`config.mk`:
```
export PLATFORM = sky130hd
export DESIGN_NAME = tts_divider
export DESIGN_NICKNAME = d
export VERILOG_FILES = /design/src/rtl/core/tts_pkg.sv /design/src/rtl/core/tts_divider.sv
export VERILOG_INCLUDE_DIRS = /design/src /design/src/rtl/core
export SDC_FILE = /design/constraint.sdc
export NUM_CORES = 1
export LEC_CHECK = 0
export ABC_CLOCK_PERIOD_IN_PS = 3050
export BUFFER_PORTS_ARGS = -buffer_cell sky130_fd_sc_hd__buf_2
export CAP_MARGIN = 20
export CORE_MARGIN = 3
export CORE_UTILIZATION = 45
export CTS_CLUSTER_DIAMETER = 150
export DETAILED_ROUTE_END_ITERATION = 6
export PLACE_DENSITY_LB_ADDON = 0.15
export SLEW_MARGIN = 30
export SYNTH_ARGS = -nofsm -noshare
export SYNTH_HDL_FRONTEND = slang
export SYNTH_SLANG_ARGS = --single-unit
```
`constraint.sdc`:
```
create_clock -name clock -period 3.05 [get_ports clock]
set_input_delay 0.305 -clock clock [delete_from_list [all_inputs] [get_ports clock]]
set_output_delay 0.305 -clock clock [all_outputs]
set_load 0.05 [all_outputs]
```
`src/rtl/core/tridiagonal_thomas_solver_core_assert.svh`:
```
// Assertion macros shared by the tridiagonal solver RTL
`ifndef TRIDIAGONAL_THOMAS_SOLVER_CORE_ASSERT_SVH
`define TRIDIAGONAL_THOMAS_SOLVER_CORE_ASSERT_SVH

// Same-cycle implication, checked out of reset
`define TTS_ASSERT_IMP(lbl, ante, cons) \
   lbl: assert property (@(posedge clock) disable iff (reset) (ante) |-> (cons)) \
      else $error("tts assertion failed");

// Next-cycle implication, checked out of reset
`define TTS_ASSERT_NXT(lbl, ante, cons) \
   lbl: assert property (@(posedge clock) disable iff (reset) (ante) |=> (cons)) \
      else $error("tts assertion failed");

`endif

```
`src/rtl/core/tts_pkg.sv`:
```
// Shared constants and types of the tridiagonal solver
`default_nettype none
package tts_pkg;
   localparam int MAX_ROWS  = 64;
   localparam int FRAC_BITS = 16;
   localparam int ROW_W     = $clog2(MAX_ROWS);
   localparam int CNT_W     = ROW_W + 1;
   localparam int DEN_W     = 33;
   localparam int DIVN_W    = DEN_W + FRAC_BITS + 1;
   localparam int DSTEP_W   = $clog2(DIVN_W);

   localparam logic [1:0] STATUS_OK       = 2'd0;
   localparam logic [1:0] STATUS_SINGULAR = 2'd1;
   localparam logic [1:0] STATUS_OVERFLOW = 2'd2;

   typedef logic signed [31:0]      q_type;
   typedef logic signed [DEN_W-1:0] wide_type;
endpackage
`default_nettype wire

```
`src/rtl/core/tts_divider.sv`:
```
// Restoring divider, one quotient bit per cycle
`default_nettype none
module tts_divider (
   input  wire logic                       clock,
   input  wire logic                       reset,
   input  wire logic                       start,
   input  wire logic [tts_pkg::DIVN_W-1:0] dividend,
   input  wire logic [tts_pkg::DEN_W-1:0]  divisor,
   output logic                            done,
   output logic [tts_pkg::DIVN_W-1:0]      quotient
);
   import tts_pkg::*;

   logic                 run_ff, run_in;
   logic [DSTEP_W-1:0]   step_ff, step_in;
   logic [DEN_W-1:0]     rem_ff, rem_in;
   logic [DIVN_W-1:0]    quo_ff, quo_in;
   logic [DEN_W-1:0]     dvs_ff, dvs_in;
   logic                 done_ff, done_in;
   logic [DEN_W:0]       trial;

   // Shift one dividend bit into the remainder and try a subtract
   always_comb begin
      run_in  = run_ff;
      step_in = step_ff;
      rem_in  = rem_ff;
      quo_in  = quo_ff;
      dvs_in  = dvs_ff;
      done_in = 1'b0;
      trial   = {rem_ff, quo_ff[DIVN_W-1]};
      if (start) begin
         run_in  = 1'b1;
         step_in = '0;
         rem_in  = '0;
         quo_in  = dividend;
         dvs_in  = divisor;
      end else if (run_ff) begin
         if (trial >= {1'b0, dvs_ff}) begin
            rem_in = DEN_W'(trial - {1'b0, dvs_ff});
            quo_in = {quo_ff[DIVN_W-2:0], 1'b1};
         end else begin
            rem_in = trial[DEN_W-1:0];
            quo_in = {quo_ff[DIVN_W-2:0], 1'b0};
         end
         step_in = step_ff + 1'b1;
         if (step_ff == DSTEP_W'(DIVN_W - 1)) begin
            run_in  = 1'b0;
            done_in = 1'b1;
         end
      end
   end

   always_ff @(posedge clock) begin
      if (reset) begin
         run_ff  <= 1'b0;
         done_ff <= 1'b0;
      end else begin
         run_ff  <= run_in;
         done_ff <= done_in;
      end
      step_ff <= step_in;
      rem_ff  <= rem_in;
      quo_ff  <= quo_in;
      dvs_ff  <= dvs_in;
   end

   assign done     = done_ff;
   assign quotient = quo_ff;

   `include "tridiagonal_thomas_solver_core_assert.svh"
   `TTS_ASSERT_IMP(a_no_restart, run_ff, !start)
   `TTS_ASSERT_IMP(a_rem_below, run_ff, rem_ff < dvs_ff)
   `TTS_ASSERT_NXT(a_done_once, done_ff, !done_ff)
endmodule
`default_nettype wire

```
# After elaboration in Yosys (flattened, before gate mapping)
# Index checks and enable logic that the tools add are counted.
dict set report classes {
  add_sub_neg 2
  mux 8
  n_lt_le_gt_ge 1
  eq_ne 1
  bitwise 1
  reduce_logical 2
}
# cell n
set ops {}
lappend ops {{two-way mux 50 bit} 2}
lappend ops {{>= comparator 34 x 33 -> 1 bit} 1}
lappend ops {{two-way mux 33 bit} 1}
lappend ops {{subtractor 33 bit} 1}
lappend ops {{adder 6 x 1 -> 6 bit (second input constant)} 1}
lappend ops {{equality test 6 bit (second input constant)} 1}
lappend ops {{two-way mux 1 bit} 5}
lappend ops {{OR reduction 3 bit} 1}
lappend ops {{nonzero test 2 bit} 1}
lappend ops {{NOT 1 bit} 1}
dict set report word_totals {
  inputBits 86
  reg_bits 124
  wordCells 21
}

# Depth between registers and ports, before layout
# Gate-level depths: netlist (run 1).
dict set report depth {
  word_depth 4
  depth_mapped 15
  mapped_depth_nobuf 13
}

# Least setup slack after synthesis (run 1)
# No wires, ideal clock.
dict set report synth_path {
  path_kind {register to register}
  start {register quo_ff[49] (netlist: quotient[49])}
  end {register quo_ff[0] (netlist: quotient[0]) (data pin)}
  path_stages_with_launch 14
  setup_slack_ps -361
  required_ps 2790
  setup_time_ps 260
  synth_period_minus_slack_ps 3411
  n_path_buf 2
  arrival_time_ps 3151
  path_cell_list {edfxtp_1 inv_1 ha_1 inv_1 fa_1 a211oi_1 o21ai_0 and3_1 o221a_4 a21o_4 a21bo_2 buf_6 buf_2 mux2_2}
}
dict set report synth_via {
  elab_chain_cells 4
}
# element line_no
set synth_rtl {}
lappend synth_rtl {{start: declaration} tts_divider.sv:17} ;# logic [DIVN_W-1:0] quo_ff, quo_in;
lappend synth_rtl {{start signal: assignment} tts_divider.sv:63} ;# quo_ff <= quo_in;
lappend synth_rtl {{>= comparator 34 x 33 -> 1 bit} tts_divider.sv:38} ;# if (trial >= {1'b0, dvs_ff}) begin
lappend synth_rtl {{two-way mux 1 bit} tts_divider.sv:38}
lappend synth_rtl {{two-way mux 50 bit} tts_divider.sv:37} ;# end else if (run_ff) begin
lappend synth_rtl {{two-way mux 50 bit} tts_divider.sv:31} ;# if (start) begin
lappend synth_rtl {{net quo_in[0]} tts_divider.sv:17}
# The timed path passes the listed nets, and every way through them passes these cells. The select of a mux whose other input is x is not followed.
# A chain may end at the register's enable or synchronous reset.

# Worst setup path in the final report (run 1)
dict set report layout_path {
  start {register quo_ff[49] (netlist: quotient[49])}
  end {register rem_ff[17]}
}
dict set report layout_via {
  elab_chain_cells 2
}
# element line_no
set layout_rtl {}
lappend layout_rtl {{subtractor 33 bit / >= comparator 34 x 33 -> 1 bit (equally long branches)} {tts_divider.sv:39, tts_divider.sv:38}}
lappend layout_rtl {{two-way mux 33 bit (*)} tts_divider.sv:38}
lappend layout_rtl {{end signal: assignment} tts_divider.sv:62} ;# rem_ff <= rem_in;
lappend layout_rtl {{end: declaration} tts_divider.sv:16} ;# logic [DEN_W-1:0] rem_ff, rem_in;
# Mark *: on every way between the ends. The rest lies on a longest branch, timed or not.

==> results of run 1 <==
-- placed cells by master (no fill, tap or decap), types with 4 or more instances in the layout --
cell       count
edfxtp_1      83
xnor2_1       22
a311oi_1      13
nand3_1        6
a311oi_2       8
inv_1         37
a21oi_1       38
ha_1          34
buf_2        135
a21o_1        18
o21ai_0       16
nand4_1       12
mux2i_1        5
inv_6          5
nand2b_1       5
nand2_1       67
o21ai_1        5
nor2_1        60
clkbuf_16     17
a211oi_1       9
o21bai_1       4
dfxtp_1       40
mux2_2        50
o31ai_1        8
xor2_1        10
buf_4         39
-- flip-flops by register name, indices dropped and copies added (netlist names) --
register  flops
step_ff       6
rem_ff       33
dvs_ff       33
done          1
run_ff        1
quotient     50
-- timing repair --
action	in CTS	in global routing
buffers inserted	0	11
cloned	0	1
setup endpoints to repair	1	30
endpoints found under the hold margin	0	0
gates resized for setup	1	17
pin swaps	0	4
hold buffers	0	0
-- critical path: cells and delay by family, from the launching register on --
family                     cells  cell delay (ns)
DFF                            1             0.38
buffers and inverters          4             0.42
AOI/OAI and AO/OA              6             1.13
muxes                          1             0.16
and+or+nand+nor                2             0.25
adders and majority gates      2             0.52
-- metal layers --
metal | vias to the layer above | track usage | part of all wire
met5 | - | 0 | 0
met2 | 155 | 0.330 | 0.48
met1 | 2575 | 0.257 | 0.44
met4 | 0 | 0.0630 | 0.017
met3 | 22 | 0.0663 | 0.062
li1 | 2722 | - | -
-- worst min-delay path by stage --
| stage | start | to | slack, ns | cells after the start |
|---|---|---|---|---|
| floorplan | reset | run_ff | 0.38 | 1 |
| global placement | reset | run_ff | 0.47 | 2 |
| detailed placement | reset | run_ff | 0.48 | 2 |
| CTS | reset | run_ff | 0.03 | 2 |
| global route | divisor[1] | dvs_ff[1] | 0.04 | 1 |
| finish | reset | run_ff | 0.05 | 2 |
-- cell type report --
cell class,instances,area (sq um),share of cell area
sequential,124,3310,0.382
inverter,39,149,0.0171
clock inverter,15,185,0.0213
clock buffer,17,425,0.0490
multi-input combinational,454,3320,0.382
tap,184,230,0.0265
timing repair buffer,180,1060,0.122
-- logic make-up after synthesis --
family | synth area share
xor+xnor | 0.0405
buf+inv | 0.0493
simple gates | 0.112
fa+ha+maj | 0.0662
flops | 0.479
compound gates | 0.165
mux | 0.0886
-- stage by stage --
| step | instances | power [mW] | area, sq um | worst slack (ns) | hold WS (ns) |
|---|---|---|---|---|---|
| after floorplan | 655 | 3.04 | 6940 | -0.156 | 0.377 |
| after global placement | 969 | 3.37 | 7900 | 0.133 | 0.473 |
| after detailed placement | 969 | 3.39 | 7910 | 0.00302 | 0.477 |
| after CTS | 1001 | 5.51 | 8520 | 0.0150 | 0.0307 |
| after global routing | 1013 | 5.79 | 8680 | -0.153 | 0.0422 |
| final | 1013 | 5.52 | 8680 | 0.0149 | 0.0526 |
-- report_power, final --
group          leakage [nW]  internal [mW]  switching [mW]
registers              1.16           1.97          0.0845
clock network         0.301           1.30           0.793
logic                  2.31          0.542           0.833
total                  3.78           3.81            1.71
==> results_dict.tcl, run 1 <==
set metrics [dict create \
    outcome "complete, no violations" \
    rr_startpoint "quotient[49]" \
    slew_viol_final 0 \
    core_area_sq_mm 0.0148 \
    grt_start_max_net_pins 67 \
    cp_max_fo 17 \
    ys_async_sr_fraction 0 \
    timing.fmax_mhz 329 \
    cts.path.max_buffers 2 \
    reg2regPathDepth 15 \
    crit_slowest_cell "edfxtp_1" \
    maxCapViolCount 0 \
    clock-sinks 124 \
    clkSlewWorstSetupHoldPaths_ns 0.06 \
    finalCriticalPeriod_ns 3.04 \
    synthTopCellsByCount "edfxtp_1 (83), nand2_1 (69), nor2_1 (62), mux2_2 (50), dfxtp_1 (41)" \
    crit_required_ns 3.30 \
    antennaDiodeCount 0 \
    relSlewSlack 0.541 \
    worst_pin_slew_ns 0.689 \
    core.rowCount 44 \
    io_pins 137 \
    syn_area_per_cell_sq_um 10.6 \
    tns_ns 0 \
    initial_core_util 0.467 \
    setup_viol 0 \
    drive_gt1_frac 0.356 \
    grt_pass1_wl_mm 27.2 \
    post-synth-top-area-cell "edfxtp_1" \
    yosysWarnings 0 \
    cp-end-kind "flop" \
    root_buffer "clkbuf_16" \
    portBuffers 136 \
    num-fill-cells 1295 \
    cts_made_buffers 17 \
    die_area_sq_mm 0.0169 \
    vdd_ir_drop_max_v 0.000474 \
    grt_pass1_vias 5607 \
    synthFlopType "edfxtp_1" \
    grtUsageTotal 0.203 \
    rsz0062_at_grt "true" \
    first_iter_violations 373 \
    synth-edff-count 83 \
    cp_slowest_stage_delay_ns 0.38 \
    htree_levels 4 \
    viasPerCell 5.40 \
    cp-start-kind "flop" \
    areaGrowthSynthToFinish_pct 25.5 \
    drc 0 \
    setup.worst_path.end "rem_ff[17]" \
    wl_per_cell_microns 16.2 \
    overflow 0 \
    die_h_microns 130 \
    cts_tree "built" \
    worstPathArrival_ns 3.28 \
    fin_util 0.586 \
    fp.dieW_microns 130 \
    synth.area.top_cells "edfxtp_1 (36%), dfxtp_1 (12%), mux2_2 (8.1%)" \
    powerDensity_mw_per_mm2 636 \
    nets 938 \
    r2r-end "rem_ff[17]" \
    crit_chain "inv_1, ha_2, inv_2, fa_2, a211oi_2, o21ai_1, and3_1, o221a_4, a21o_4, buf_6, a21boi_4, buf_12, nor2_1, mux2i_1, a311oi_1" \
    clock_skew_ns 0.00900 \
    synth_seq_cells 124 \
    clk_latency_ns 0.42 \
    synth_seq_area_share 0.479 \
    first_pass_iters 5 \
    syn_nets 777 \
    syn_area_sq_mm 0.00692 \
    post-route-period-util 0.995 \
    synthCells 655 \
    crit_type "flop to flop" \
    hpwl_mm 11.8 \
    dr_total_vias 5474 \
    antenna_found_initial 0 \
    r2r_slack_ns 0.01 \
    yosysTopAreaCellShare 0.360 \
    postRouteAntennaNets 0 \
    power_leakage_nw 3.78 \
    hold_viol_final 0 \
    cp-startpoint "quotient[49]" \
    hp-class "input port to flop" \
    gp_congestion 0.936 \
    routed_wl_mm 16.5 \
    synth.most_common_cell "edfxtp_1" \
    yosysUniqueCellTypes 57 \
]
Note: power is estimated with default switching activity, not from simulation.
==> run 2, diff against run 1 <==
--- a/config.mk
+++ b/config.mk
@@ -10,10 +10,11 @@
 export BUFFER_PORTS_ARGS = -buffer_cell sky130_fd_sc_hd__buf_2
 export CAP_MARGIN = 20
 export CORE_MARGIN = 3
-export CORE_UTILIZATION = 45
+export CORE_UTILIZATION = 50
 export CTS_CLUSTER_DIAMETER = 150
 export DETAILED_ROUTE_END_ITERATION = 6
 export PLACE_DENSITY_LB_ADDON = 0.15
+export RECOVER_POWER = 100
 export SLEW_MARGIN = 30
 export SYNTH_ARGS = -nofsm -noshare
 export SYNTH_HDL_FRONTEND = slang
==> run 2 against run 1 <==
  * Worst setup slack better by 0.11 ns
  * Global-route usage up 1.0 points
  * Utilization up 4.3 points
  * Final area down 2.9%
  * Clock power down 3%
==> results_dict.tcl, run 2 (synthesized netlist as in run 1, its figures left out) <==
set metrics [dict create \
    grt_busiest_layer "met2" \
    cts_made_buffers 17 \
    first_iter_violations 371 \
    overflow 0 \
    cp_max_fo 7 \
    hold_buffers 0 \
    finalCriticalPeriod_ns 2.92 \
    initial_core_util 0.517 \
    rsz0062_at_grt "true" \
    core.rowCount 42 \
    hold_viol_final 0 \
    slew_viol_final 0 \
    fin_ws_ns 0.128 \
    grt_start_max_net_pins 124 \
    grt_pass1_wl_mm 25.7 \
    antennaDiodeCount 0 \
    cp_top_family "compound AO/OA/AOI/OAI gates" \
    hp-class "input port to flop" \
    crit_slowest_cell "edfxtp_1" \
    postRouteAntennaNets 0 \
    gp_congestion 0.933 \
    antenna_found_initial 0 \
    io_pins 137 \
    powerDensity_mw_per_mm2 637 \
    outcome "complete, no violations" \
    grtUsageTotal 0.213 \
    timing.fmax_mhz 342 \
    final_cell_mix "buf_2 (84), edfxtp_1 (83), nand2_1 (69)" \
    root_buffer "clkbuf_16" \
    vdd_ir_drop_max_v 0.000559 \
    clock-sinks 124 \
    worst_pin_slew_ns 0.953 \
    worstPathArrival_ns 3.19 \
    first_pass_iters 5 \
    clk_latency_ns 0.41 \
    die_h_microns 124 \
    reg2regPathDepth 13 \
    r2r-end "rem_ff[23]" \
    hold_path_end "dvs_ff[3]" \
    gr-usage-met1 0.275 \
    post-route-period-util 0.958 \
    htree_levels 4 \
    rr_startpoint "quotient[49]" \
    largest_reg_flops 50 \
    layout.cells.most_common "buf_2" \
    place_ws_ns -0.0380 \
    crit_required_ns 3.32 \
    fp.dieW_microns 124 \
    relSlewSlack 0.364 \
    routed_wl_mm 15.7 \
    drive_gt1_frac 0.267 \
    core_area_sq_mm 0.0134 \
    maxCapViolCount 0 \
    tns_ns 0 \
    hold_path_depth 1 \
    nets 921 \
    clkSlewWorstSetupHoldPaths_ns 0.06 \
    areaGrowthSynthToFinish_pct 21.9 \
    die_area_sq_mm 0.0153 \
    met3_usage 0.0727 \
    hpwl_mm 10.9 \
    path_buf_inv 3 \
    crit_chain "inv_1, ha_2, inv_2, fa_2, a211oi_4, o21ai_2, and3_4, o221a_4, a21o_4, a21bo_4, buf_4, mux2i_1, o21ai_0" \
    dr_total_vias 5482 \
    drc 0 \
    viasPerCell 5.55 \
    power_leakage_nw 3.52 \
    power_mw 5.37 \
    hold_path_startpoint "divisor[3]" \
    portBuffers 136 \
    cts.path.max_buffers 2 \
    wl_per_cell_microns 15.9 \
    cts_tree "built" \
    cp_slowest_stage_delay_ns 0.38 \
    cp-start-kind "flop" \
    crit_type "flop to flop" \
    grt_use_met2 0.336 \
    clock_skew_ns 0.00832 \
    r2r_slack_ns 0.13 \
    cp-end-kind "flop" \
    setup_viol 0 \
    grt_pass1_vias 5447 \
]
run 2: changes by cell type in the layout (fill, tap and decap cells not counted), moves of 3 or more:
cell        before  now
buf_4           39   22
clkinv_2         3    0
clkbuf_8         0    4
buf_2          135   84
inv_6            5    1
clkbuf_1         0   55
buf_6            3    0
clkinvlp_4       1    4
o21ai_1          5    2
run 2: routing by layer:
metal	part of all wire	vias to the layer above	routed length (microns)
li1	-	2678	-
met2	0.47	168	7320
met1	0.44	2606	6950
met5	0	-	0
met4	0.023	0	357
met3	0.067	30	1050
run 2: power breakdown:
group / total, mW / switching [mW] / internal [mW] / leakage (nW)
Clock: 2.03 / 0.735 / 1.29 / 0.280
Sequential: 2.05 / 0.0846 / 1.97 / 1.16
Combinational: 1.30 / 0.817 / 0.478 / 2.07
Total: 5.37 / 1.64 / 3.74 / 3.52
run 2: cell type report:
| cell class | instances | area [sq um] |
|---|---|---|
| timing repair buffer | 161 | 825 |
| clock inverter | 9 | 111 |
| sequential | 124 | 3310 |
| inverter | 39 | 146 |
| clock buffer | 23 | 488 |
| multi-input combinational | 456 | 3330 |
| fill | 1133 | 4960 |
| tap | 176 | 220 |
run 2: per-stage QoR:
stage / util / area [sq um] / std cells / hold WS (ns)
6_report: 0.630 / 8440 / 988 / 0.0659
5_1_grt: 0.630 / 8440 / 988 / 0.0413
4_1_cts: 0.630 / 8440 / 984 / 0.0467
3_5_place_dp: 0.585 / 7840 / 952 / 0.478
3_3_place_gp: 0.585 / 7840 / 952 / 0.470
2_1_floorplan: - / 6940 / 655 / 0.377
run 2: timing repair:
action,4_1_cts,5_1_grt
gates resized for setup,1,8
setup endpoints to repair,3,31
pin swaps,0,4
buffers inserted,0,2
gates cloned,0,2
run 2: worst max path at each step:
stage,cells past startpoint,slack [ns],to,start
global placement,13,0.07,rem_ff[17],quotient[49]
CTS,13,0.05,rem_ff[23],quotient[49]
floorplan,13,-0.16,quotient[0],quotient[49]
finish,13,0.13,rem_ff[23],quotient[49]
global route,13,-0.02,rem_ff[13],quotient[49]
detailed placement,13,-0.04,rem_ff[23],quotient[49]
run 2: worst reg2reg max path: cells and delay by family (launching register included):
family | cells | cell delay, ns
AO/OA/AOI/OAI | 6 | 1.21
adder cells (fa/ha/maj) | 2 | 0.56
AND/OR/NAND/NOR | 1 | 0.19
flip-flops | 1 | 0.38
multiplexers | 1 | 0.14
buffers and inverters | 3 | 0.28
